[src/rtl/swa_pkg.sv]
package swa_pkg;

    // Number of dimension registers; NUM_DIMS of them, the innermost ones, are walked.
    localparam int RANK       = 3;
    localparam int NUM_DIMS   = 3;
    localparam int SIZE_BITS  = 16;

    localparam int SIZE_REG_W = 16;
    localparam int STRIDE_W   = 32;
    localparam int OFFSET_W   = 40;
    localparam int DST_W      = 48;

    localparam int PROD_W     = SIZE_BITS + STRIDE_W;
    localparam int SUM_W      = ((PROD_W > OFFSET_W) ? PROD_W : OFFSET_W) + 2;

    localparam int CFG_IDX_W  = 3;
    localparam int CFG_DATA_W = 40;

    // Queue depth must be a power of two (pointers wrap naturally).
    localparam int QUEUE_DEPTH = 4;
    localparam int QPTR_W      = $clog2(QUEUE_DEPTH);
    localparam int QCNT_W      = $clog2(QUEUE_DEPTH + 1);

    typedef enum logic [CFG_IDX_W-1:0] {
        CFG_BASE_OFFSET = 3'd0,
        CFG_DIM0_SIZE   = 3'd1,
        CFG_DIM1_SIZE   = 3'd2,
        CFG_DIM2_SIZE   = 3'd3,
        CFG_DIM0_STRIDE = 3'd4,
        CFG_DIM1_STRIDE = 3'd5,
        CFG_DIM2_STRIDE = 3'd6
    } t_cfg_idx;

    typedef struct packed {
        logic [RANK-1:0][SIZE_BITS-1:0] coord;
        logic [DST_W-1:0]               dst;
        logic                           last;
    } t_walk_item;

    function automatic logic dim_active(input int d);
        return d >= (RANK - NUM_DIMS);
    endfunction

endpackage

[src/rtl/swa_back.sv]
module swa_back (
    input  logic                                            i_clk,
    input  logic                                            i_rst_n,
    input  logic [swa_pkg::OFFSET_W-1:0]                    i_base_offset,
    input  logic [swa_pkg::RANK-1:0][swa_pkg::STRIDE_W-1:0] i_dim_stride,
    input  logic                                            i_q_not_empty,
    input  swa_pkg::t_walk_item                             i_item,
    output logic                                            o_pop,
    output logic                                            o_out_valid,
    input  logic                                            i_out_ready,
    output logic [swa_pkg::OFFSET_W-1:0]                    o_src_offset,
    output logic [swa_pkg::DST_W-1:0]                       o_dst_index,
    output logic                                            o_last_element,
    output logic                                            o_out_of_range
);

    // stage 1: products
    logic                                          r_v1;
    logic [swa_pkg::RANK-1:0][swa_pkg::PROD_W-1:0] r_prod;
    logic [swa_pkg::DST_W-1:0]                     r_dst1;
    logic                                          r_last1;
    // stage 2: pairwise sums
    logic                                          r_v2;
    logic [swa_pkg::SUM_W-1:0]                     r_sum_a, r_sum_b;
    logic [swa_pkg::DST_W-1:0]                     r_dst2;
    logic                                          r_last2;
    // stage 3: output register
    logic                                          r_v3;
    logic [swa_pkg::SUM_W-1:0]                     r_sum;
    logic [swa_pkg::DST_W-1:0]                     r_dst3;
    logic                                          r_last3;

    logic en1, en2, en3;

    assign en3   = !r_v3 || i_out_ready;
    assign en2   = !r_v2 || en3;
    assign en1   = !r_v1 || en2;
    assign o_pop = i_q_not_empty && en1;

    always_ff @(posedge i_clk) begin
        if (en1) begin
            for (int d = 0; d < swa_pkg::RANK; d++) begin
                r_prod[d] <= swa_pkg::PROD_W'(i_item.coord[d])
                           * swa_pkg::PROD_W'(i_dim_stride[d]);
            end
            r_dst1  <= i_item.dst;
            r_last1 <= i_item.last;
        end
        if (en2) begin
            r_sum_a <= swa_pkg::SUM_W'(r_prod[0]) + swa_pkg::SUM_W'(r_prod[1]);
            r_sum_b <= swa_pkg::SUM_W'(r_prod[2]) + swa_pkg::SUM_W'(i_base_offset);
            r_dst2  <= r_dst1;
            r_last2 <= r_last1;
        end
        if (en3) begin
            r_sum   <= r_sum_a + r_sum_b;
            r_dst3  <= r_dst2;
            r_last3 <= r_last2;
        end
    end

    always_ff @(posedge i_clk) begin
        if (!i_rst_n) begin
            r_v1 <= 1'b0;
            r_v2 <= 1'b0;
            r_v3 <= 1'b0;
        end else begin
            if (en1) r_v1 <= i_q_not_empty;
            if (en2) r_v2 <= r_v1;
            if (en3) r_v3 <= r_v2;
        end
    end

    assign o_out_valid    = r_v3;
    assign o_src_offset   = r_sum[swa_pkg::OFFSET_W-1:0];
    assign o_out_of_range = |r_sum[swa_pkg::SUM_W-1:swa_pkg::OFFSET_W];
    assign o_dst_index    = r_dst3;
    assign o_last_element = r_last3;

endmodule

[config.mk]
export PLATFORM = sky130hd
export DESIGN_NAME = swa_back
export DESIGN_NICKNAME = d
export VERILOG_FILES = /design/src/rtl/swa_pkg.sv /design/src/rtl/swa_back.sv
export SDC_FILE = /design/constraint.sdc
export NUM_CORES = 2
export LEC_CHECK = 0
export BUFFER_PORTS_ARGS = -buffer_cell sky130_fd_sc_hd__buf_2
export CORE_ASPECT_RATIO = 2
export CORE_MARGIN = 2
export CORE_UTILIZATION = 50
export CTS_CLUSTER_DIAMETER = 100
export DETAILED_ROUTE_END_ITERATION = 10
export PLACE_DENSITY = 0.77
export SLEW_MARGIN = 20
export SYNTH_ARGS = -nofsm -noshare
export SYNTH_HDL_FRONTEND = slang
export SYNTH_SLANG_ARGS = --single-unit
[constraint.sdc]
create_clock -name i_clk -period 10.11 [get_ports i_clk]
set_input_delay 1.011 -clock i_clk [delete_from_list [all_inputs] [get_ports i_clk]]
set_output_delay 1.011 -clock i_clk [all_outputs]
set_load 0.02 [all_outputs]
==> results by group <==
Yosys
  • Mux cell area share after synthesis: 0.0290%
  • Post-synth cell types: 73
  • Register area share after synthesis: 19.2%
  • Ys async rst share: 0%
  • Syn_area_per_cell: 9.73 µm²
  • Synth area leaders: fa_1 36%, edfxtp_1 19%, ha_1 9.0%, inv_1 7.5%, and2_1 5.9%
  • Post-Synth Adder-Cell Area: 45.5%
  • Yosys reg bits: 442
  • Post-synth EDFFs: 439
  • Synth Area in Simple Gates: 14.8%
  • Synth Area in Compound Gates: 7.67%
  • Syn nets: 9083
  • Syn Inst Count: 7092
  • Post-Syn Area: 0.0690 mm²
  • Post-Synth XOR/XNOR Area: 3.33%
  • Yosys Warn Count: 0
  • Post-synth top flop: edfxtp_1
  • Largest family of logic cells by synthesized area: adder cells
  • Share of the synthesized area in the top cell type: 36.5%
  • Yosys top cell by area: fa_1

Global route
  • Total grt overflow: 0
  • Largest net degree at the start of global routing: 80
  • GRT Resource Usage Total: 26.7%
  • Vias in the first global route: ~55000
  • Global-route wire length before repair: between 200000 and 300000 µm
  • Antenna violations before repair: 12

Die
  • Ports: around 330
  • Initial Util: 50.4%
  • Die height: 529 µm
  • Die Span X: 267 µm
  • Row Count: around 190
  • Die area: about 0.14 mm²
  • Core box area: 0.137 mm²

Setup path
  • Critical path required time: 10.46 ns
  • CP Max Fanout: 32
  • Critical path arrival: 8.00 ns
  • Reg2reg path depth: 15
  • Worst path slowest cell: buf_2
  • Most frequent CP cell: fa_1
  • Crit end category: flip-flop
  • WS Path Type: input pin to flip-flop
  • CP cell instances: buf_2 -> nand2_1 -> fa_1 -> fa_1 -> fa_1 -> inv_1 -> fa_1 -> fa_1 -> inv_1 -> fa_1 -> inv_1 -> ha_1 -> a21o_1 -> a21o_1 -> a221o_1 -> a22oi_1 -> a211oi_1 -> o21ai_0 -> nand2b_1 -> a221o_1 -> a41oi_1 -> o211ai_1 -> xor2_1
  • Crit path launch type: input pin
  • Max incr delay on CP: 0.58 ns

Detailed routing
  • Total number of vias: 50300
  • # DRC: 0
  • Initial drt markers: 3140
  • Detail-routed net length per standard cell: 20.8 µm
  • Drt pass-1 iters: 5
  • DRT antenna net count: 0
  • Routed WL: 185000 µm
  • Via density: ~5.6

Placement
  • Setup WS pre-CTS: 1.88 ns
  • RD Place Congestion: roughly 0.92
  • Placed Cells incl. Taps: 8830
  • Hpwl dp: 145000 µm
  • Number of port buffers: 328

Timing
  • Pins Over Slew Limit: 0
  • Min Hold Slack: 0.391 ns
  • Crit path time final: roughly 7.7 ns
  • Max-Slew Margin vs Limit: a little over a quarter
  • Tcrit/Tclk final: 75.7%
  • Worst-Margin Slew: 1.09 ns
  • RSZ-0062 raised after global routing: no
  • Fmax: 131 MHz
  • Clock Skew: 0.0325 ns
  • Setup ws final: roughly 2.5 ns
  • Final Setup Violations: 0
  • Setup TNS: 0 ns
  • Hold Vio Cnt, Final: 0

Finish
  • Layout area overhead: 5.68%
  • Most frequent cells in the layout: 1370 x inv_1, 1257 x fa_1, 1051 x nand2_1
  • Commonest non-fill, non-tap cell in the layout: inv_1
  • Layout cell share with drive strength beyond 1: 5.89%
  • Post-Layout Cell Count: about 8900
  • Multi-input gate area: ~0.049 mm²
  • Sequential cell area: 0.0132 mm²
  • Layout Nets: around 9000
  • FILL cells: 12100

Clocking
  • CTS HTree Levels: 2
  • Clock-pin slew on the worst setup and hold paths: approximately 0.07 ns
  • Postcts setup bufs: 0
  • Num Clock Sinks: 442
  • CTS-repair resized insts: 0
  • TritonCTS clock tree: done
  • Root buf cell: clkbuf_16
  • CTS buffer count: 42
  • Later-pin clock latency in the skew report: around 0.61 ns
  • Max Buffers Root-to-Sink: 3
  • Hold buffers post-CTS: 0

Job
  • Max_cap viols: 0

Hold path
  • Hold Path Depth: 0
  • HP Class: flip-flop to flip-flop

Run status
  • Outcome: finished clean
==> cell usage after synthesis, types with 31 or more instances <==
cell,instances
nand3_1,57
nand2_1,1052
nand4_1,41
and3_1,32
edfxtp_1,439
inv_1,1371
fa_1,1257
buf_4,40
ha_1,497
nor2b_1,33
o21ai_0,119
o21bai_1,40
nor3_1,31
nor2_1,132
xor2_1,102
a21o_1,190
xnor2_1,160
and2_1,648
clkbuf_1,303
a21oi_1,252
==> critical path, delay by kind of cell <==
kind	cells	cell delay [ns]
adders and majority gates	7	3.40
buffers and inverters	4	0.74
and+or+nand+nor	2	0.29
xor gates and xnor gates	1	0.16
AOI/OAI and AO/OA	9	2.36
==> per-stage QoR <==
step / utilization, % / area, µm²
global route: 53.2 / 72900
global placement: 52.2 / 71500
floorplan: - / 69000
finish: 53.2 / 72900
CTS: 53.2 / 72900
detailed placement: 52.2 / 71500
==> flip-flops by register name, indices dropped and copies added, names as in the netlist <==
register	flops
r_last1	1
r_sum	50
o_last_element	1
r_v2	1
r_sum_b	49
r_dst2	48
r_sum_a	49
o_dst_index	48
o_out_valid	1
r_dst1	48
r_v1	1
r_prod	144
r_last2	1
==> path summary, 6_finish.rpt <==
check / slack (ns) / startpoint / to
max: 2.46 / i_item[50] / r_prod[46]$_DFFE_PN_
max reg2reg: 5.77 / r_prod[48]$_DFFE_PN_ / r_sum_a[48]$_DFFE_PP_
min: 0.39 / r_dst1[32]$_DFFE_PN_ / r_dst2[32]$_DFFE_PP_
min reg2reg: 0.39 / r_dst1[32]$_DFFE_PN_ / r_dst2[32]$_DFFE_PP_
==> logic make-up after synthesis <==
family,after synthesis
xor gates and xnor gates,262
muxes,2
AOI/OAI and AO/OA,811
buffers and inverters,1715
adders and majority gates,1754
and+or+nand+nor,2106
DFF,442
==> layer usage <==
metal | global-route usage, % | vias up | share of wire (%)
met1 | 29.5 | 25300 | 35
met2 | 48.2 | 2200 | 52
met4 | 16.3 | 12 | 6.9
met3 | 3.62 | 749 | 6.3
met5 | 0 | - | 0.034
li1 | - | 22100 | -
==> cell type report <==
class                      count  area share [%]
multi-input combinational   4935            67.5
antenna                        5          0.0172
inverter                    1371            7.06
clock inverter                28           0.499
clock buffer                  49            1.48
timing repair buffer         336            2.33
tap                         1746            3.00
sequential                   442            18.2
Power is not shown: default switching activity piles up to over one toggle a cycle in this logic, so the estimate is an artifact.
