## config.mk

```make
export PLATFORM = sky130hd
export DESIGN_NAME = swa_queue
export DESIGN_NICKNAME = d
export VERILOG_FILES = /design/src/rtl/swa_pkg.sv /design/src/rtl/swa_queue.sv
export SDC_FILE = /design/constraint.sdc
export NUM_CORES = 1
export LEC_CHECK = 0
export BUFFER_PORTS_ARGS = -buffer_cell sky130_fd_sc_hd__buf_2
export CAP_MARGIN = 40
export CORE_MARGIN = 2
export CORE_UTILIZATION = 57
export DETAILED_ROUTE_END_ITERATION = 8
export PLACE_DENSITY = 0.85
export SETUP_SLACK_MARGIN = 0.15
export SYNTH_ARGS = -nofsm -noshare
export SYNTH_HDL_FRONTEND = slang
export SYNTH_SLANG_ARGS = --single-unit
```

## constraint.sdc

```tcl
create_clock -name i_clk -period 4.9 [get_ports i_clk]
set_clock_uncertainty 0.15 [all_clocks]
set_input_delay 0.98 -clock i_clk [delete_from_list [all_inputs] [get_ports i_clk]]
set_output_delay 0.98 -clock i_clk [all_outputs]
set_load 0.01 [all_outputs]
```

## src/rtl/swa_pkg.sv

```systemverilog
package swa_pkg;

    // Number of dimension registers; NUM_DIMS of them, the innermost ones, are walked.
    localparam int RANK       = 3;
    localparam int NUM_DIMS   = 3;
    localparam int SIZE_BITS  = 16;

    localparam int SIZE_REG_W = 16;
    localparam int STRIDE_W   = 32;
    localparam int OFFSET_W   = 40;
    localparam int DST_W      = 48;

    localparam int PROD_W     = SIZE_BITS + STRIDE_W;
    localparam int SUM_W      = ((PROD_W > OFFSET_W) ? PROD_W : OFFSET_W) + 2;

    localparam int CFG_IDX_W  = 3;
    localparam int CFG_DATA_W = 40;

    // Queue depth must be a power of two (pointers wrap naturally).
    localparam int QUEUE_DEPTH = 4;
    localparam int QPTR_W      = $clog2(QUEUE_DEPTH);
    localparam int QCNT_W      = $clog2(QUEUE_DEPTH + 1);

    typedef enum logic [CFG_IDX_W-1:0] {
        CFG_BASE_OFFSET = 3'd0,
        CFG_DIM0_SIZE   = 3'd1,
        CFG_DIM1_SIZE   = 3'd2,
        CFG_DIM2_SIZE   = 3'd3,
        CFG_DIM0_STRIDE = 3'd4,
        CFG_DIM1_STRIDE = 3'd5,
        CFG_DIM2_STRIDE = 3'd6
    } t_cfg_idx;

    typedef struct packed {
        logic [RANK-1:0][SIZE_BITS-1:0] coord;
        logic [DST_W-1:0]               dst;
        logic                           last;
    } t_walk_item;

    function automatic logic dim_active(input int d);
        return d >= (RANK - NUM_DIMS);
    endfunction

endpackage

```

## src/rtl/swa_queue.sv

```systemverilog
module swa_queue (
    input  logic                i_clk,
    input  logic                i_rst_n,
    input  logic                i_push,
    input  swa_pkg::t_walk_item i_item,
    output logic                o_not_full,
    input  logic                i_pop,
    output swa_pkg::t_walk_item o_item,
    output logic                o_not_empty
);

    swa_pkg::t_walk_item r_mem [swa_pkg::QUEUE_DEPTH];
    logic [swa_pkg::QPTR_W-1:0] r_wptr, r_rptr;
    logic [swa_pkg::QCNT_W-1:0] r_count;

    assign o_not_full  = r_count != swa_pkg::QCNT_W'(swa_pkg::QUEUE_DEPTH);
    assign o_not_empty = r_count != '0;
    assign o_item      = r_mem[r_rptr];

    always_ff @(posedge i_clk) begin
        if (i_push) begin
            r_mem[r_wptr] <= i_item;
        end
    end

    always_ff @(posedge i_clk) begin
        if (!i_rst_n) begin
            r_wptr  <= '0;
            r_rptr  <= '0;
            r_count <= '0;
        end else begin
            if (i_push) begin
                r_wptr <= r_wptr + 1'b1;
            end
            if (i_pop) begin
                r_rptr <= r_rptr + 1'b1;
            end
            case ({i_push, i_pop})
                2'b10:   r_count <= r_count + 1'b1;
                2'b01:   r_count <= r_count - 1'b1;
                default: r_count <= r_count;
            endcase
        end
    end

endmodule

```

==> key figures, run 1 <==
Timing
  • Final Critical Period: 3.667 ns
  • Slew Limit Headroom: 0.4030
  • # setup viols final: 0
  • Final Hold Fails: 0
  • Fmax: 272.7 MHz
  • Pin slew with the least headroom to its limit: 0.8956 ns
  • Slew Limit Fails: 0
  • Setup TNS: 0 ns
  • Final Cycle Share: 0.7484
  • Unrepaired setup endpoints after global routing: no

Worst setup path
  • Critical path required time: 3.77 ns
  • Crit end category: output pin
  • Crit path DAT: 2.54 ns
  • Critical path type: flop to output pin
  • Crit Path Max Fanout: a little under 50
  • Critical path startpoint category: flop

Pwr
  • Worst vdd ir: 0.2945 mV
  • Power Density: 447.2 nW/um^2
  • Leakage Power: 5.773 nW

Global routing
  • First-pass GRT wire length: 41.12 mm
  • Largest net degree at the start of global routing: 60
  • Vias in the first global route: 7134
  • GRT Util Overall: 0.2083
  • Congestion Overflow GR: 0
  • Initial antenna violation count: 2

Logic synthesis
  • FF+latch count, synth: between 300 and 400
  • Syn Nets: between 600 and 700
  • Synth Instances: around 550
  • Synthesized area: 14440 um^2
  • Seq/Total Area, Yosys: 0.8196
  • Post-synth top area share: 0.8071
  • Ranking of synthesized cells by area: edfxtp_1 (81%), mux4_2 (15%), dfxtp_1 (1.2%), and2_1 (0.43%), ha_1 (0.43%)
  • Netlist cell types: 20
  • Yosys top cell by area: edfxtp_1
  • Syn avg cell area: 26.10 um^2
  • Synth Warn #: 0

Final layout
  • Share of post-route cells with drive strength above 1: 0.4506
  • Final core occ: 0.6837
  • Area grow syn2layout: 18.57%
  • Nets: 890

Floorplan
  • I/O Pins: 200
  • Die X: ~160 um
  • Core Region: 25040 um^2
  • Row cnt: 58
  • Starting density of the core: 0.5766
  • Die Ht: 163.1 um
  • Die ar.: 26610 um^2

Placement
  • PortBufs: a little under 200
  • DPL Wire Length: 16.17 mm
  • GP Congestion: 0.7360

Route
  • Final ANT Viol Nets: 0
  • Routed wire length: 27.15 mm
  • DRT iter0 DRCs: between 600 and 700
  • Drc violations: 0
  • DR vias/cell: 5.814
  • DR vias: 6634
  • Drt wl/cell: 23.79 um
  • DR pass1 iterations: 6

Clock tree
  • CTS Buf Count: 39
  • # Post-CTS Setup Buffers: 0
  • CTS tree: done
  • Clock Path Buffers: 3
  • CTS sink cnt: just under 400
  • Max H-tree Level: 2
  • Skew-Pair Late Insertion Delay: around 0.5 ns
  • Post-cts resize count: 0
  • Root Buffer: clkbuf_16
  • Hold Buf Count CTS: 0
  • Clk slew on worst S/H paths: 0.06 ns

Job
  • Maxcap violations: 0

Status
  • Status: complete, no violations

Min path
  • Min-Delay Path Class: flop to flop
## metal layers
layer	track usage	up-vias	part of all wire
li1	-	2835	-
met1	0.2800	3455	0.39
met2	0.3515	289	0.52
met3	0.04469	53	0.072
met4	0.05873	2	0.022
met5	0	-	0.00048
## where the power goes
part | total, W | internal [W] | leakage (nW) | switching (W)
combinational | 0.000673 | 0.000317 | 1.51 | 0.000356
sequential | 0.00398 | 0.00390 | 3.64 | 0.0000740
clock | 0.00301 | 0.00184 | 0.623 | 0.00117
## synth_stat cells (all sizes together)
master and number:
a21boi 1, and2 10, buf 16, clkbuf 6
dfxtp 9, edfxtp 388, fa 1, ha 5
inv 6, mux2i 1, mux4 97, nand2 2
nand3 1, nor2b 1, o21ai 2, or3 2
xnor2 2, xor2 3
## flip-flops by register name (all words and copies together) (netlist names), named ones only
name / count
r_mem: 388
r_count: 3
r_rptr: 2
r_wptr: 2
## worst paths after layout
path | from | to | slack [ns] | depth (start not counted)
worst min-delay path | r_count[2] | r_count[2] | 0.38 | 2
worst max-delay path | flop | o_item[50] | 1.23 | 3
worst max register to register | r_wptr[0] | r_mem[0][67] | 2.58 | 4
worst min register to register | r_count[2] | r_count[2] | 0.38 | 2
## final cells by class
class | count | area (um^2)
Multi-Input combinational cell | 128 | 2442
Fill cell | 1518 | 7920
Timing Repair Buffer | 211 | 1099
Clock buffer | 48 | 1052
Inverter | 6 | 22.52
Clock inverter | 20 | 246.5
Antenna cell | 1 | 2.502
Sequential cell | 397 | 11840
Tap cell | 330 | 412.9
## cell families after synthesis
group,count (synthesis),share of synthesized area
flops,397,0.8196
simple gates,16,0.006501
xor+xnor,5,0.003034
mux,98,0.1520
fa+ha+maj,6,0.005721
compound gates,3,0.001214
buf+inv,28,0.01187
## through the flow
step	total power, W	hold slack (ns)	instance area [um^2]	setup WS (ns)	cells
finish	0.007654	0.3788	17120	1.233	1141
global route	0.007892	0.4250	17120	1.011	1141
CTS	0.007721	0.3753	17110	1.097	1140
detailed placement	0.004727	0.3651	15820	1.674	1072
global placement	0.004691	0.3322	15820	1.678	1072
floorplan	0.004435	0.3223	14440	1.062	553
## critical path, stage by stage, from the launching register on
cell and delay, ns:
dfxtp_4 0.79, buf_12 0.44, mux4_2 0.59, buf_2 0.16
## cells in the final DEF (no fill, tap or decap), types with 2 or more instances in the layout
master,n
and2_1,6
and2_4,4
buf_2,199
buf_4,11
bufinv_16,6
clkbuf_1,7
clkbuf_16,41
clkinv_1,10
clkinvlp_4,2
dfxtp_1,7
dfxtp_4,2
edfxtp_1,388
ha_1,5
inv_1,6
mux4_2,97
nand2_1,2
o21ai_0,2
or3_1,2
xnor2_1,2
xor2_1,3
No activity file was read; power rests on OpenSTA's default activity.
==> inputs of run 2 (changes only) <==
--- a/config.mk
+++ b/config.mk
@@ -8,9 +8,9 @@
 export BUFFER_PORTS_ARGS = -buffer_cell sky130_fd_sc_hd__buf_2
 export CAP_MARGIN = 40
 export CORE_MARGIN = 2
-export CORE_UTILIZATION = 57
+export CORE_UTILIZATION = 51
 export DETAILED_ROUTE_END_ITERATION = 8
-export PLACE_DENSITY = 0.85
+export PLACE_DENSITY = 0.81
 export SETUP_SLACK_MARGIN = 0.15
 export SYNTH_ARGS = -nofsm -noshare
 export SYNTH_HDL_FRONTEND = slang
==> constraint.sdc (replaced) <==
create_clock -name i_clk -period 3 [get_ports i_clk]
set_clock_uncertainty 0.15 [all_clocks]
set_input_delay 0.6 -clock i_clk [delete_from_list [all_inputs] [get_ports i_clk]]
set_output_delay 0.6 -clock i_clk [all_outputs]
set_load 0.01 [all_outputs]
==> run 2 against run 1 <==
Design area increased by 1.2%. Sequential share of layout area down 0.83 points. Routed wire length is 2.4% lower. First-iteration DRC count decreased by 9.6%. Critical path type unchanged. Largest cell class unchanged. Highest routed layer unchanged.
==> key figures, run 2 (synthesized netlist as in run 1, its figures left out) <==
Timing
  • Final Hold Fails: 0
  • Slew Limit Fails: 0
  • Slew Limit Headroom: 0.6916
  • Final Critical Period: between 2 and 3 ns
  • Fmax: 361.2 MHz
  • Setup TNS: 0 ns
  • # setup viols final: 0
  • Final Cycle Share: 0.9228
  • Pin slew with the least headroom to its limit: 0.4627 ns
  • Unrepaired setup endpoints after global routing: yes

Route
  • Routed wire length: 26.48 mm
  • DR vias: 6499
  • DRT iter0 DRCs: 581
  • Drc violations: 0
  • DR vias/cell: 5.438
  • Drt wl/cell: between 20 and 25 um
  • Final ANT Viol Nets: 0
  • DR pass1 iterations: 6

Job
  • Maxcap violations: 0

Global routing
  • Initial antenna violation count: 6
  • Met1 Usage GRT: 0.2254
  • Congestion Overflow GR: 0
  • First-pass GRT wire length: 39.10 mm
  • Met3 usage: 0.05539
  • Largest net degree at the start of global routing: 69
  • GRT Util Overall: 0.1786
  • Vias in the first global route: slightly below 7k
  • GR peak layer: met2
  • GR Util met2: 0.3023

Final layout
  • Largest Register: r_mem
  • Max reg flops: between 300 and 400
  • Nets: 895
  • Highest-count cells in the layout ignoring fill and taps: edfxtp_1 (388), buf_2 (199), mux4_2 (97)
  • Area grow syn2layout: 20.02%
  • Largest regs: r_mem x388, r_count x3
  • Non-filler cells, final: 1195
  • Multi-input gate area: 2442 um^2
  • Share of post-route cells with drive strength above 1: 0.4528
  • Reg area: between 10000 and 15000 um^2
  • # fillers: about 1.9k
  • Commonest non-fill, non-tap cell in the layout: edfxtp_1

Floorplan
  • Die X: ~170 um
  • Starting density of the core: 0.5182
  • Row cnt: 61
  • Core Region: 27860 um^2
  • Die Ht: 172.2 um
  • Die ar.: 29670 um^2
  • I/O Pins: 200

Worst setup path
  • Critical path endpoint: o_item[38]
  • RR Endpoint: r_mem[2][0]
  • Critical path type: flop to output pin
  • R2r startpoint: r_wptr[0]
  • Crit end category: output pin
  • R2R cell count: 4
  • Crit Path Max Fanout: between 40 and 50
  • Critical path required time: 2.25 ns
  • Critical path startpoint category: flop
  • Crit path DAT: slightly above 2 ns
  • Reg2reg setup slack: 1.16 ns

Status
  • Status: complete, no violations

Clock tree
  • CTS Buf Count: 40
  • Skew-Pair Late Insertion Delay: 0.51 ns
  • CTS tree: done
  • Root Buffer: clkbuf_16
  • Hold Buf Count CTS: 0
  • Clock Path Buffers: 3
  • Max H-tree Level: 2
  • Clk slew on worst S/H paths: approximately 0.06 ns
  • CTS sink cnt: 397

Pwr
  • Worst vdd ir: 0.5333 mV
  • Power Density: 712.2 nW/um^2
  • Leakage Power: a little under 6 nW

Placement
  • Inst Count DP: 1122
  • DPL Wire Length: 15.89 mm
  • PortBufs: 199
  • GP Congestion: just under 0.7

Min path
  • Min-Delay Path Class: input port to flop
run 2: what timing repair did:
item / 4_1_cts / 5_1_grt
endpoints found under the setup margin: 2 / 36
setup buffers: 0 / 1
gates resized for setup: 1 / 0
gates cloned: 0 / 1
run 2: power breakdown:
group / total, W / internal, W / switching (W)
logic: 0.00118 / 0.000559 / 0.000623
registers: 0.00644 / 0.00637 / 0.0000732
clock network: 0.00471 / 0.00283 / 0.00189
total: 0.0123 / 0.00975 / 0.00258
run 2: worst min-delay path by stage:
stage	cells after the start	start	to	slack [ns]
final	1	i_item[95]	r_mem[0][95]	0.15
after global routing	1	i_item[10]	r_mem[0][10]	0.12
after CTS	1	i_item[93]	r_mem[1][93]	0.13
after detailed placement	2	r_count[2]	r_count[2]	0.37
after global placement	2	r_count[2]	r_count[2]	0.35
after floorplan	2	r_count[2]	r_count[2]	0.32
run 2: worst max-delay path: stages (launching register included):
cell and delay (ns):
dfxtp_4 0.41, buf_12 0.33, mux4_2 0.58, buf_2 0.16
run 2: cell type report:
class	instances	share of cell area
clock buffer	55	0.06398
multi-input combinational	128	0.1410
timing repair buffer	215	0.07482
inverter	6	0.001300
tap	378	0.02730
sequential	397	0.6833
clock inverter	14	0.008016
antenna	2	0.0002889
run 2: through the flow:
stage / total power, W / setup slack, ns / hold WS, ns / cell area, um^2 / util
6_report: 0.01234 / 0.2317 / 0.1493 / 17330 / 0.6219
4_1_cts: 0.01245 / 0.1571 / 0.1287 / 17270 / 0.6199
3_5_place_dp: 0.007750 / 0.6729 / 0.3709 / 16020 / 0.5749
3_3_place_gp: 0.007704 / 0.6872 / 0.3450 / 16020 / 0.5749
5_1_grt: 0.01279 / 0.1214 / 0.1220 / 17320 / 0.6217
2_1_floorplan: 0.007231 / 0.6079 / 0.3223 / 14440 / -
run 2: routing by layer:
| metal | wire [um] | up-vias |
|---|---|---|
| li1 | - | 2851 |
| met1 | 10660 | 3396 |
| met2 | 13450 | 190 |
| met3 | 1752 | 54 |
| met4 | 571 | 8 |
| met5 | 51 | - |
==> inputs of run 3 (changes only) <==
--- a/config.mk
+++ b/config.mk
@@ -11,6 +11,7 @@
 export CORE_UTILIZATION = 51
 export DETAILED_ROUTE_END_ITERATION = 8
 export PLACE_DENSITY = 0.81
+export REMOVE_ABC_BUFFERS = 1
 export SETUP_SLACK_MARGIN = 0.15
 export SYNTH_ARGS = -nofsm -noshare
 export SYNTH_HDL_FRONTEND = slang
==> run 3 against run 2 <==
Register-to-register slack barely moved. Critical path depth did not move. Power fell by 2.2%. Combinational power barely moved. First-iteration DRC count fell by 3.8%. Count of clock-buffer cells in the layout fell by 9. Sequential power barely moved. Worst hold slack improved by 0.0010 ns. Design area rose by 0.19%. Routed wire length rose by 1.6%. Critical path type unchanged. Critical endpoint is now o_item[57].
==> key figures, run 3 (synthesized netlist as in run 1, its figures left out) <==
Status
  • Status: complete, no violations

Floorplan
  • Row cnt: 61
  • Core Region: 27860 um^2
  • Die Ht: roughly 170 um
  • I/O Pins: 200
  • Die X: 172.2 um
  • Die ar.: 29670 um^2
  • Starting density of the core: 0.5182

Worst setup path
  • Crit end category: output pin
  • Crit path DAT: 2.05 ns
  • Critical path required time: 2.25 ns
  • Critical path type: flop to output pin
  • Reg2reg setup slack: 1.17 ns
  • CP cell instances: bufbuf_16 > mux4_2 > buf_2
  • Crit Path Max Fanout: 19
  • Crit path largest cell delay: 0.52 ns
  • Critical path startpoint category: flop
  • Critical Path Slowest Stage Cell: mux4_2

Job
  • Maxcap violations: 0

Route
  • Drt wl/cell: 22.35 um
  • Final ANT Viol Nets: 0
  • Drc violations: 0
  • DR pass1 iterations: 5
  • DR vias/cell: 5.478
  • DR vias: 6595
  • DRT iter0 DRCs: 559
  • Routed wire length: 26.92 mm

Pwr
  • Sequential Power Share: 0.534
  • Sw Pwr: 0.002562 W
  • Comb pwr share: 0.100
  • Switching portion of total power: 0.2124
  • Worst vdd ir: 0.6507 mV
  • Internal Power: 0.009503 W
  • Leakage Power: 5.852 nW
  • Clock power frac: 0.366
  • Power Density: between 600 and 700 nW/um^2

Min path
  • Min-Delay Path Class: input port to flop

Placement
  • GP Congestion: slightly above 0.7
  • Area after DPL: 16040 um^2
  • PortBufs: 199
  • DPL Wire Length: 15.83 mm

Timing
  • Final Cycle Share: 0.9341
  • Fmax: 356.9 MHz
  • Final Hold Fails: 0
  • Final Critical Period: between 2 and 3 ns
  • Unrepaired setup endpoints after global routing: yes
  • Slew Limit Fails: 0
  • # setup viols final: 0
  • Slew Limit Headroom: 0.6785
  • WHS: 0.1503 ns
  • Pin slew with the least headroom to its limit: a little under 0.5 ns

Final layout
  • Area grow syn2layout: 20.25%
  • Max reg flops: 388
  • Multi-input gate area: ~2400 um^2
  • Share of post-route cells with drive strength above 1: 0.4550
  • Largest regs: r_mem x388, r_count x3
  • Commonest non-fill, non-tap cell in the layout: edfxtp_1
  • Reg area: 11840 um^2
  • Highest-count cells in the layout ignoring fill and taps: edfxtp_1 (388), buf_2 (199), mux4_2 (97)
  • # fillers: 1875
  • Final Cell Area: 17360 um^2
  • Largest Register: r_mem
  • Nets: about 900

Global routing
  • Largest net degree at the start of global routing: 55
  • Initial antenna violation count: 3
  • Vias in the first global route: 6898
  • First-pass GRT wire length: 39.65 mm
  • Congestion Overflow GR: 0
  • GRT Util Overall: 0.1812

Clock tree
  • Clock Path Buffers: 3
  • Root Buffer: clkbuf_16
  • Clk slew on worst S/H paths: ~0.060 ns
  • Skew-Pair Late Insertion Delay: 0.50 ns
  • CTS sink cnt: 397
  • Hold Buf Count CTS: 0
  • Max H-tree Level: 2
  • CTS tree: done
  • CTS Buf Count: 39
run 3: worst paths after layout:
kind | start | to | cells after the start
worst min register to register | r_count[2] | r_count[2] | 2
worst max-delay path | flop | o_item[57] | 3
worst max register to register | r_wptr[0] | r_mem[2][60] | 4
worst min-delay path | i_item[68] | r_mem[2][68] | 1
run 3: power by group through the flow:
stage	registers [W]	clock network, W	logic (W)
6_report	0.00645	0.00441	0.00121
5_1_grt	0.00646	0.00473	0.00132
3_5_place_dp	0.00657	0	0.00117
4_1_cts	0.00645	0.00452	0.00121
2_1_floorplan	0.00663	0	0.000624
3_3_place_gp	0.00656	0	0.00115
run 3: repair_timing:
item | CTS | global route
gates resized for setup | 1 | 2
cloned | 1 | 1
endpoints found under the setup margin | 73 | 37
buffers inserted | 5 | 2
run 3: cell type report:
class                           count  area share
Sequential cell                   397      0.6820
Clock inverter                     21    0.006415
Timing Repair Buffer              224     0.08153
Clock buffer                       46     0.06019
Antenna cell                        4   0.0005767
Inverter                            6    0.001297
Multi-Input combinational cell    128      0.1407
Tap cell                          378     0.02725
run 3: worst max-delay path, delay by kind of cell, from the launching register on:
kind     cells  cell delay, ns
flops        1            0.46
mux          1            0.52
buf+inv      2            0.54
run 3: metrics by stage:
stage               setup slack (ns)    util  power, W  setup TNS [ns]  std cells
floorplan                     -2.485       -  0.007256         -418.89        531
global placement              0.5961  0.5759  0.007708               0       1124
detailed placement            0.5775  0.5759  0.007744               0       1124
CTS                           0.1587  0.6206   0.01218               0       1197
global route                  0.1203  0.6228   0.01251               0       1201
finish                        0.1978  0.6231   0.01207               0       1204
run 3: layer usage:
layer,wire length (um),up-vias,track usage
met4,487,2,0.04786
met3,2029,42,0.04807
met5,13,-,0
li1,-,2868,-
met1,11010,3443,0.2469
met2,13370,240,0.2953
