File: config.mk
export PLATFORM = sky130hd
export DESIGN_NAME = swa_front
export DESIGN_NICKNAME = d
export VERILOG_FILES = /design/src/rtl/swa_pkg.sv /design/src/rtl/swa_front.sv
export SDC_FILE = /design/constraint.sdc
export NUM_CORES = 1
export LEC_CHECK = 0
export BUFFER_PORTS_ARGS = -buffer_cell sky130_fd_sc_hd__buf_4
export CAP_MARGIN = 20
export CORE_MARGIN = 2
export CORE_UTILIZATION = 45
export DETAILED_ROUTE_END_ITERATION = 8
export PLACE_DENSITY = 0.71
export SETUP_SLACK_MARGIN = 0.4
export SLEW_MARGIN = 15
export SYNTH_ARGS = -nofsm -noshare
export SYNTH_HDL_FRONTEND = slang
export SYNTH_SLANG_ARGS = --single-unit
File: constraint.sdc
create_clock -name i_clk -period 11.5 [get_ports i_clk]
set_input_delay 1.725 -clock i_clk [delete_from_list [all_inputs] [get_ports i_clk]]
set_output_delay 1.725 -clock i_clk [all_outputs]
set_load 0.1 [all_outputs]
File: src/rtl/swa_pkg.sv
package swa_pkg;

    // Number of dimension registers; NUM_DIMS of them, the innermost ones, are walked.
    localparam int RANK       = 3;
    localparam int NUM_DIMS   = 3;
    localparam int SIZE_BITS  = 16;

    localparam int SIZE_REG_W = 16;
    localparam int STRIDE_W   = 32;
    localparam int OFFSET_W   = 40;
    localparam int DST_W      = 48;

    localparam int PROD_W     = SIZE_BITS + STRIDE_W;
    localparam int SUM_W      = ((PROD_W > OFFSET_W) ? PROD_W : OFFSET_W) + 2;

    localparam int CFG_IDX_W  = 3;
    localparam int CFG_DATA_W = 40;

    // Queue depth must be a power of two (pointers wrap naturally).
    localparam int QUEUE_DEPTH = 4;
    localparam int QPTR_W      = $clog2(QUEUE_DEPTH);
    localparam int QCNT_W      = $clog2(QUEUE_DEPTH + 1);

    typedef enum logic [CFG_IDX_W-1:0] {
        CFG_BASE_OFFSET = 3'd0,
        CFG_DIM0_SIZE   = 3'd1,
        CFG_DIM1_SIZE   = 3'd2,
        CFG_DIM2_SIZE   = 3'd3,
        CFG_DIM0_STRIDE = 3'd4,
        CFG_DIM1_STRIDE = 3'd5,
        CFG_DIM2_STRIDE = 3'd6
    } t_cfg_idx;

    typedef struct packed {
        logic [RANK-1:0][SIZE_BITS-1:0] coord;
        logic [DST_W-1:0]               dst;
        logic                           last;
    } t_walk_item;

    function automatic logic dim_active(input int d);
        return d >= (RANK - NUM_DIMS);
    endfunction

endpackage

File: src/rtl/swa_front.sv
module swa_front (
    input  logic                                              i_clk,
    input  logic                                              i_rst_n,
    input  logic                                              i_in_valid,
    output logic                                              o_in_ready,
    input  logic                                              i_restart,
    input  logic [swa_pkg::RANK-1:0][swa_pkg::SIZE_REG_W-1:0] i_dim_size,
    input  logic                                              i_q_not_full,
    output logic                                              o_push,
    output swa_pkg::t_walk_item                               o_item
);

    logic [swa_pkg::RANK-1:0][swa_pkg::SIZE_BITS-1:0] r_coord, n_coord;
    logic [swa_pkg::DST_W-1:0]                        r_dst, n_dst;

    logic [swa_pkg::RANK-1:0][swa_pkg::SIZE_BITS-1:0] cur, size_m1;
    logic [swa_pkg::SIZE_BITS-1:0]                    sz;
    logic [swa_pkg::DST_W-1:0]                        dst_cur;
    logic                                             is_last, carry, at_end;

    assign o_in_ready = i_q_not_full;
    assign o_push     = i_in_valid && i_q_not_full;

    always_comb begin
        is_last = 1'b1;
        carry   = 1'b1;
        dst_cur = i_restart ? '0 : r_dst;
        for (int d = 0; d < swa_pkg::RANK; d++) begin
            sz         = i_dim_size[d][swa_pkg::SIZE_BITS-1:0];
            // zero size behaves as size 1; inactive dims are size 1, coord 0
            size_m1[d] = (!swa_pkg::dim_active(d) || sz == '0) ? '0 : sz - 1'b1;
            cur[d]     = (i_restart || !swa_pkg::dim_active(d)) ? '0 : r_coord[d];
            if (cur[d] != size_m1[d]) begin
                is_last = 1'b0;
            end
        end
        // odometer, innermost first; a coord at or past its last value wraps
        for (int d = swa_pkg::RANK - 1; d >= 0; d--) begin
            at_end     = cur[d] >= size_m1[d];
            n_coord[d] = cur[d];
            if (carry && swa_pkg::dim_active(d)) begin
                n_coord[d] = at_end ? '0 : cur[d] + 1'b1;
            end
            carry = carry && swa_pkg::dim_active(d) && at_end;
        end
        n_dst = dst_cur + 1'b1;
        if (is_last) begin
            n_coord = '0;
            n_dst   = '0;
        end
    end

    assign o_item.coord = cur;
    assign o_item.dst   = dst_cur;
    assign o_item.last  = is_last;

    always_ff @(posedge i_clk) begin
        if (!i_rst_n) begin
            r_coord <= '0;
            r_dst   <= '0;
        end else if (o_push) begin
            r_coord <= n_coord;
            r_dst   <= n_dst;
        end
    end

endmodule

==> key figures, run 1 <==
STA
  • Slew HR: 0.458
  • Setup TNS: 0 ns
  • Unrepaired setup endpoints after global routing: no
  • Final setup violation count: 0
  • Final Cycle Share: 0.627
  • Least-Margin Pin Slew: 0.810 ns
  • Final Hold Slack: 0.446 ns
  • Minimum clock period: 7.21 ns
  • Hold Vio Cnt, Final: 0
  • Final Max Tran Viols: 0
  • Max Freq: 139 MHz
  • Final Skew: 0.00956 ns

Power
  • PwrDens: 76.0 nW/um^2
  • Switch Pwr: 201 uW
  • Power share of the clock group: 0.398
  • Switch share: 0.279
  • Pleak: 0.00392 uW
  • Sequential share of power: 0.464
  • Maximum vdd ir drop: 0.0842 mV
  • Internal power: 518 uW
  • Logic gate share of total power: 0.138

Min path
  • Min-delay worst type: reg -> reg

Clock network
  • H-tree levels: 3
  • Clk Latency, worst-skew pair: 0.35 ns
  • CTS Buffer Depth: 2
  • Root Driver: clkbuf_16
  • CTS Hold Bufs: 0
  • CTS sink cnt: 96
  • Post-CTS Setup Bufs: 0
  • Inserted Clock Buffers: 9
  • Worst-path clk slew: 0.06 ns
  • CTS tree: yes
  • Resized Gates After CTS: 0

Setup path
  • CP Capture Type: output port
  • Slowest-stage cell, CP: nor4_1
  • Setup Crit Path Kind: in -> out
  • Worst Path Arrival: 5.48 ns
  • Critical Path RT: 9.78 ns
  • Max stage delay on crit path: 0.66 ns
  • Crit-path cells: buf_4 > or4_1 > nor4_1 > nand3_1 > nor3_1 > mux2i_1 > ha_1 > nand4_1 > nor4_1 > nand4_1 > inv_1 > buf_4
  • Worst setup SP type: input pin
  • CP Max Fanout: 7

Die
  • Core area: 17200 um^2
  • Die H: 137 um
  • IO Pins: 152
  • Core Rows: 48
  • Initial Util: 0.460
  • Die area: 18700 um^2
  • Die X: 137 um

Synth
  • EDFF count, synth: 0
  • Cell taking the most area after synthesis: dfxtp_1
  • Average cell area after synthesis: 7.26 um^2
  • Post-synthesis sequential area ratio: 0.243
  • Top_reg_cell synth: dfxtp_1
  • Cells after synthesis: 1092
  • Yosys reg bits: 96
  • Syn_nets: 1200
  • Synth cell types: 77
  • Synth warn: 0
  • Cell area after synthesis: 7930 um^2
  • Post-synth top area share: 0.243
  • FFs w/ async S/R, synth: 0
  • Largest cells by area after synthesis: dfxtp_1, ha_1, nand2_1

Drt
  • Final WL: 23400 um
  • DR iter-0 viols: 720
  • Post-route antenna net violation count: 0
  • Vias per cell: 5.82
  • Number of remaining DRC errors: 0
  • DRT Pass-1 Iters: 5
  • WL per Instance: 16.2 um
  • Vias: 8392

Global route
  • Gr ovfl total: 0
  • Total GRT Usage: 0.249
  • Vias in the first global route: 7612
  • Initial antenna violation count: 0
  • Pin count of the biggest net entering global routing: 66
  • First-pass GRT wire length: 37900 um

Placed design
  • RD Place Congestion: 0.868
  • IO buf count: 151
  • Dpl hpwl: 17100 um

Run
  • Number of max-cap violations: 0

Layout
  • Synthesis-to-finish area growth: 19.4%
  • Antenna diodes: 0
  • FF/Latch Area: 1920 um^2
  • Layout cells sized above 1: 0.164
  • Fill count: 1689
  • Final net count: 1321
  • Multi-input gate area: 5680 um^2

Outcome
  • Status: complete, no violations
[flip-flops by register name, indices dropped and copies added, names as in the netlist]
signal,cells
r_coord,48
r_dst,48
[metal layers]
metal,wire (um),part of all wire,global-route usage,vias to the layer above
li1,-,-,-,4181
met5,0,0,0,-
met3,1190,0.051,0.0430,27
met4,323,0.014,0.0608,0
met1,11100,0.47,0.348,3955
met2,10800,0.46,0.399,229
[logic make-up (layout without fill, tap and decap cells)]
kind of cell,after synthesis,in the layout,share of synthesized area
simple gates,582,582,0.385
buf+inv,77,203,0.0414
flops,96,96,0.243
compound gates,219,219,0.173
xor+xnor,57,57,0.0630
fa+ha+maj,55,55,0.0868
mux,6,6,0.00774
[synthesized netlist by cell type, types with 6 or more instances]
master    number
a211oi_1       6
a21o_1         9
a21oi_1       67
a22oi_1       24
a31oi_1       20
and2_1         7
and3_1        15
and4_1         9
buf_2         10
clkbuf_1      33
dfxtp_1       96
ha_1          55
inv_1         26
nand2_1      156
nand2b_1      11
nand3_1       47
nand4_1       26
nand4b_1       8
nor2_1       100
nor2b_1       90
nor3_1        44
nor4_1        19
o21ai_0       48
or3_1         11
or4_1          7
xnor2_1       28
xor2_1        29
[through the flow]
| step | utilization | cell area (um^2) | std cells | total power, uW | setup slack (ns) |
|---|---|---|---|---|---|
| 2_1_floorplan | - | 7930 | 1092 | 401 | 4.10 |
| 3_3_place_gp | 0.533 | 9190 | 1427 | 438 | 4.41 |
| 3_5_place_dp | 0.533 | 9190 | 1427 | 439 | 4.39 |
| 4_1_cts | 0.549 | 9460 | 1443 | 723 | 4.39 |
| 5_1_grt | 0.549 | 9460 | 1443 | 748 | 3.96 |
| 6_report | 0.549 | 9460 | 1443 | 719 | 4.29 |
[final timing paths]
path                  from     endpoint  slack (ns)  cells after the start
max reg2reg    r_coord[11]    r_dst[26]        7.38                     11
max          i_dim_size[7]    o_item[0]        4.29                     12
min reg2reg    r_coord[17]  r_coord[17]        0.45                      2
min            r_coord[17]  r_coord[17]        0.45                      2
[cell usage in the layout (no fill, tap or decap), types with 28 or more instances in the layout]
cell type	instances
a21oi_1	67
xor2_1	29
ha_1	55
xnor2_1	28
nor3_1	44
nand2_1	155
buf_4	161
nor2_1	100
o21ai_0	48
nand3_1	47
dfxtp_1	96
nor2b_1	90
[critical path: cells and delay by family]
kind	cells	cell delay, ns
mux	1	0.11
buf+inv	3	0.57
fa+ha+maj	1	0.30
simple gates	7	2.75
[area by class of cell]
class,count,area share
Sequential cell,96,0.203
Inverter,26,0.0103
Tap cell,225,0.0298
Multi-Input combinational cell,919,0.600
Clock inverter,6,0.00370
Timing Repair Buffer,161,0.128
Clock buffer,10,0.0253
[power groups by stage]
stage                     Clock (uW)  Sequential [uW]  Combinational (uW)
final                            286              333                99.3
after global routing             306              333                 109
after CTS                        292              333                98.5
after detailed placement           0              341                98.2
after global placement             0              341                97.0
after floorplan                    0              341                60.3
(Power assumes the default switching activity.)
==> inputs of run 2 (changes only) <==
--- a/config.mk
+++ b/config.mk
@@ -10,7 +10,7 @@
 export CORE_MARGIN = 2
 export CORE_UTILIZATION = 45
 export DETAILED_ROUTE_END_ITERATION = 8
-export PLACE_DENSITY = 0.71
+export PLACE_DENSITY = 0.74
 export SETUP_SLACK_MARGIN = 0.4
 export SLEW_MARGIN = 15
 export SYNTH_ARGS = -nofsm -noshare
==> constraint.sdc (replaced) <==
create_clock -name i_clk -period 6.6 [get_ports i_clk]
set_input_delay 0.99 -clock i_clk [delete_from_list [all_inputs] [get_ports i_clk]]
set_output_delay 0.99 -clock i_clk [all_outputs]
set_load 0.1 [all_outputs]
==> run 2 against run 1 <==
Global-route usage down 0.56 points. Via count rose by 0.91%. Setup slack got worse by 3.4 ns. Highest routed layer unchanged.
==> key figures, run 2 (synthesis results as in run 1) <==
Outcome
  • Status: complete, no violations

Global route
  • Gr ovfl total: 0 (unchanged)
  • Pin count of the biggest net entering global routing: 81 (+23%)
  • Initial antenna violation count: 0 (unchanged)
  • Vias in the first global route: 7526 (-1.1%)
  • Total GRT Usage: 0.244 (-0.00559)
  • First-pass GRT wire length: 37200 um (-1.8%)

Clock network
  • Worst-path clk slew: 0.07 ns (about the same)
  • Resized Gates After CTS: 0 (unchanged)
  • Inserted Clock Buffers: 9 (unchanged)
  • CTS tree: yes
  • CTS Buffer Depth: 2 (unchanged)
  • CTS Hold Bufs: 0 (unchanged)
  • Root Driver: clkbuf_16
  • H-tree levels: 3 (unchanged)
  • Clk Latency, worst-skew pair: 0.36 ns (about the same)
  • Post-CTS Setup Bufs: 0 (unchanged)
  • CTS sink cnt: 96 (unchanged)

Drt
  • Final WL: 23400 um (-0.22%)
  • Vias: 8468 (+0.91%)
  • Vias per cell: 5.86 (+0.84%)
  • Number of remaining DRC errors: 0 (unchanged)
  • Post-route antenna net violation count: 0 (unchanged)
  • DR iter-0 viols: 926 (+29%)
  • DRT Pass-1 Iters: 8 (+3)
  • WL per Instance: 16.2 um (-0.29%)

Power
  • PwrDens: 138 nW/um^2 (+81%)
  • Maximum vdd ir drop: 0.137 mV (+63%)
  • Pleak: 0.00394 uW (+0.54%)
  • Final Power: 1310 uW (+82%)

Placed design
  • Placed Area: 9190 um^2 (unchanged)
  • Placed cells: 1427 (unchanged)
  • RD Place Congestion: 0.933 (+7.5%)
  • IO buf count: 151 (unchanged)
  • Dpl hpwl: 17200 um (+0.87%)

STA
  • Final Cycle Share: 0.858
  • Final Skew: 0.0112 ns (+0.00160 ns)
  • Setup TNS: 0 ns (unchanged)
  • Final setup violation count: 0 (unchanged)
  • Unrepaired setup endpoints after global routing: no
  • Minimum clock period: 5.66 ns
  • Final Hold Slack: 0.453 ns (+0.00646 ns)
  • Max Freq: 177 MHz
  • Final Max Tran Viols: 0 (unchanged)
  • Hold Vio Cnt, Final: 0 (unchanged)
  • Least-Margin Pin Slew: 1.12 ns (+0.312 ns)
  • Slew HR: 0.252 (-0.206)

Layout
  • Biggest regs: r_coord: 48 flops, r_dst: 48 flops
  • Layout Cells excl Fill: 1444 (+0.069%)
  • Commonest non-fill, non-tap cells in the layout: buf_4, nand2_1, nor2_1
  • Layout cells sized above 1: 0.166 (+0.00151)
  • Synthesis-to-finish area growth: 20.0%
  • Antenna diodes: 0 (unchanged)
  • Final net count: 1322 (+0.076%)
  • Most common cell after layout, fill and taps aside: buf_4
  • Fin area: 9510 um^2 (+0.54%)

Die
  • Die area: 18700 um^2 (unchanged)
  • Initial Util: 0.460 (unchanged)
  • Core area: 17200 um^2 (unchanged)
  • Core Rows: 48 (unchanged)
  • Die H: 137 um (unchanged)
  • IO Pins: 152 (unchanged)
  • Die X: 137 um (unchanged)

Setup path
  • Setup Crit Path Kind: in -> out
  • Worst Path Arrival: 4.67 ns (-0.81 ns)
  • Max stage delay on crit path: 0.58 ns (-0.08 ns)
  • Crit-path cells: buf_4 > or4_1 > nor4_1 > nand3_1 > nor3_1 > mux2i_1 > ha_1 > nand4_1 > nor4_2 > nand4_1 > inv_1 > buf_4
  • CP Capture Type: output port
  • Critical Path RT: 5.61 ns (-4.17 ns)
  • CP Max Fanout: 7 (unchanged)
  • Slowest-stage cell, CP: or4_1
  • Worst setup SP type: input pin

Run
  • Number of max-cap violations: 0 (unchanged)

Min path
  • Min-delay worst type: reg -> reg
run 2: cell types whose count changed in the layout (fill, tap and decap cells not counted):
cell,before,now
clkinvlp_4,2,1
buf_4,161,162
nor4_1,19,18
nor4_2,0,1
bufinv_16,0,1
clkinv_2,4,0
inv_6,0,4
run 2: worst paths after layout:
| kind | startpoint | end | slack, ns | cells past startpoint |
|---|---|---|---|---|
| worst min-delay path | r_coord[8] | r_coord[8] | 0.45 | 2 |
| worst max register to register | r_coord[24] | r_coord[4] | 2.79 | 10 |
| worst min register to register | r_coord[8] | r_coord[8] | 0.45 | 2 |
| worst max-delay path | i_dim_size[7] | o_item[0] | 0.94 | 12 |
run 2: power breakdown:
group          internal (uW)  switching [uW]  leakage, uW  total (uW)
Clock                    310             246     0.000151         556
Sequential               580            1.26     0.000773         581
Combinational           60.6             112      0.00302         173
Total                    950             360      0.00394        1310
run 2: per-layer routing:
layer,vias to the layer above,GRT usage,part of all wire
met4,0,0.0804,0.017
met2,280,0.389,0.46
li1,4162,-,-
met3,33,0.0344,0.066
met1,3993,0.337,0.46
met5,-,0,0
run 2: cell type report:
class	instances	area [um^2]
clock buffer	10	239
tap	225	282
timing repair buffer	162	1220
multi-input combinational	919	5680
clock inverter	6	72.6
inverter	26	97.6
fill	1651	7720
sequential	96	1920
run 2: per-stage QoR:
step                worst slack [ns]  utilization
floorplan                      0.615            -
detailed placement             0.827        0.533
CTS                            0.813        0.551
finish                         0.935        0.552
global placement               0.887        0.533
global route                   0.635        0.552
run 2: worst max-delay path: cells and delay by family:
kind / cells / cell delay [ns]
AND/OR/NAND/NOR: 7 / 2.69
adder cells (fa/ha/maj): 1 / 0.30
buffers and inverters: 3 / 0.57
multiplexers: 1 / 0.11
==> inputs of run 3 (changes only) <==
--- a/config.mk
+++ b/config.mk
@@ -10,6 +10,7 @@
 export CORE_MARGIN = 2
 export CORE_UTILIZATION = 45
 export DETAILED_ROUTE_END_ITERATION = 8
+export MAX_ROUTING_LAYER = met4
 export PLACE_DENSITY = 0.74
 export SETUP_SLACK_MARGIN = 0.4
 export SLEW_MARGIN = 15
==> run 3 against run 2 <==
Via count about the same. Largest power group unchanged. Sequential power about the same. Combinational power about the same. Largest cell class unchanged. Sequential share of layout area unchanged. Clock power about the same. Count of clock-buffer cells in the layout unchanged. Wire length down 0.39%. Power down 0.12%. First-iteration DRC count down 6.8%.
==> key figures, run 3 (synthesis results as in run 1) <==
Outcome
  • Status: complete, no violations

Layout
  • Commonest non-fill, non-tap cells in the layout: buf_4, nand2_1, nor2_1
  • Final net count: 1322 (unchanged)
  • Fill count: 1651 (unchanged)
  • Layout cells sized above 1: 0.166 (unchanged)
  • Biggest regs: r_coord: 48 flops, r_dst: 48 flops
  • Antenna diodes: 0 (unchanged)
  • Most common cell after layout, fill and taps aside: buf_4
  • Multi-input gate area: 5680 um^2 (unchanged)
  • Synthesis-to-finish area growth: 20.0% (unchanged)
  • Fin area: 9510 um^2 (unchanged)
  • Layout Cells excl Fill: 1444 (unchanged)
  • FF/Latch Area: 1920 um^2 (unchanged)

STA
  • Final Hold Slack: 0.454 ns (+0.00161 ns)
  • Final setup violation count: 0 (unchanged)
  • Final Skew: 0.0118 ns (+0.000616 ns)
  • Setup TNS: 0 ns (unchanged)
  • Final Cycle Share: 0.861 (+0.00252)
  • Least-Margin Pin Slew: 1.12 ns (-0.00670 ns)
  • Slew HR: 0.256 (+0.00447)
  • Hold Vio Cnt, Final: 0 (unchanged)
  • Max Freq: 176 MHz (-0.29%)
  • Minimum clock period: 5.68 ns (+0.0166 ns)
  • Unrepaired setup endpoints after global routing: no
  • Final Max Tran Viols: 0 (unchanged)

Drt
  • Vias: 8473 (+0.059%)
  • Post-route antenna net violation count: 0 (unchanged)
  • Number of remaining DRC errors: 0 (unchanged)
  • DRT Pass-1 Iters: 8 (unchanged)
  • DR iter-0 viols: 863 (-6.8%)
  • Final WL: 23300 um (-0.39%)
  • WL per Instance: 16.1 um (-0.39%)
  • Vias per cell: 5.87 (about the same)

Clock network
  • Post-CTS Setup Bufs: 0 (unchanged)
  • H-tree levels: 3 (unchanged)
  • CTS Buffer Depth: 2 (unchanged)
  • CTS sink cnt: 96 (unchanged)
  • CTS tree: yes
  • Inserted Clock Buffers: 9 (unchanged)
  • Worst-path clk slew: 0.07 ns (about the same)
  • Clk Latency, worst-skew pair: 0.36 ns (about the same)
  • Root Driver: clkbuf_16
  • CTS Hold Bufs: 0 (unchanged)

Power
  • Internal power: 950 uW (about the same)
  • Final Power: 1310 uW (-0.12%)
  • PwrDens: 138 nW/um^2 (-0.12%)
  • Switch share: 0.274 (-0.000875)
  • Sequential share of power: 0.444 (about the same)
  • Power share of the clock group: 0.424 (about the same)
  • Logic gate share of total power: 0.132 (about the same)
  • Switch Pwr: 358 uW (-0.44%)
  • Pleak: 0.00394 uW (unchanged)
  • Maximum vdd ir drop: 0.137 mV (about the same)

Setup path
  • Worst Path Arrival: 4.69 ns (+0.02 ns)
  • CP Capture Type: output port
  • Worst setup SP type: input pin
  • Setup Crit Path Kind: in -> out
  • CP Max Fanout: 7 (unchanged)
  • Critical Path RT: 5.61 ns (about the same)

Global route
  • Total GRT Usage: 0.251 (+0.00730)
  • First-pass GRT wire length: 37200 um (about the same)
  • Gr ovfl total: 0 (unchanged)
  • Vias in the first global route: 7523 (-0.040%)
  • Initial antenna violation count: 0 (unchanged)
  • Pin count of the biggest net entering global routing: 81 (unchanged)

Placed design
  • Placed cells: 1427 (unchanged)
  • IO buf count: 151 (unchanged)
  • Placed Area: 9190 um^2 (unchanged)
  • RD Place Congestion: 0.950 (+1.8%)
  • Dpl hpwl: 17200 um (unchanged)

Die
  • Die H: 137 um (unchanged)
  • Initial Util: 0.460 (unchanged)
  • Core area: 17200 um^2 (unchanged)
  • Die area: 18700 um^2 (unchanged)
  • Die X: 137 um (unchanged)
  • IO Pins: 152 (unchanged)
  • Core Rows: 48 (unchanged)

Min path
  • Min-delay worst type: reg -> reg

Run
  • Number of max-cap violations: 0 (unchanged)
[run 3: worst paths after layout]
path | cells after the start | start | slack (ns) | endpoint
setup reg to reg | 10 | r_coord[24] | 2.81 | r_coord[4]
setup / recovery | 12 | i_dim_size[7] | 0.92 | o_item[0]
hold / removal | 2 | r_coord[17] | 0.45 | r_coord[17]
hold reg to reg | 2 | r_coord[17] | 0.45 | r_coord[17]
[run 3: timing repair]
action                     in CTS  in global routing
hold endpoints to repair        0                  0
gates resized for setup         0                  1
setup endpoints to repair       0                  1
[run 3: metrics by stage]
stage | worst slack [ns] | util
5_1_grt | 0.635 | 0.552
6_report | 0.919 | 0.552
3_5_place_dp | 0.827 | 0.533
3_3_place_gp | 0.887 | 0.533
2_1_floorplan | 0.615 | -
4_1_cts | 0.813 | 0.551
[run 3: power groups by stage]
stage               clock (uW)  combinational [uW]  sequential (uW)
global placement             0                 168              594
detailed placement           0                 171              594
finish                     555                 173              581
CTS                        562                 171              581
floorplan                    0                 105              594
global route               579                 191              581
[run 3: worst max-delay path: stages]
cell and delay (ns):
buf_4 0.12, or4_1 0.58, nor4_1 0.48, nand3_1 0.22, nor3_1 0.22, mux2i_1 0.11
ha_1 0.30, nand4_1 0.14, nor4_2 0.58, nand4_1 0.48, inv_1 0.15, buf_4 0.30
[run 3: layer usage]
| metal | global-route usage | wire length [um] |
|---|---|---|
| met2 | 0.390 | 10800 |
| met5 | - | 0 |
| met3 | 0.0330 | 1590 |
| met4 | 0.0804 | 399 |
| met1 | 0.338 | 10500 |
[run 3: layout make-up]
type / instances / share of cell area
well taps: 225 / 0.0296
clock buffers: 10 / 0.0251
repair buffers: 162 / 0.128
inverters: 26 / 0.0103
clock inverters: 6 / 0.00763
multi-input cells: 919 / 0.598
flip-flops and latches: 96 / 0.202
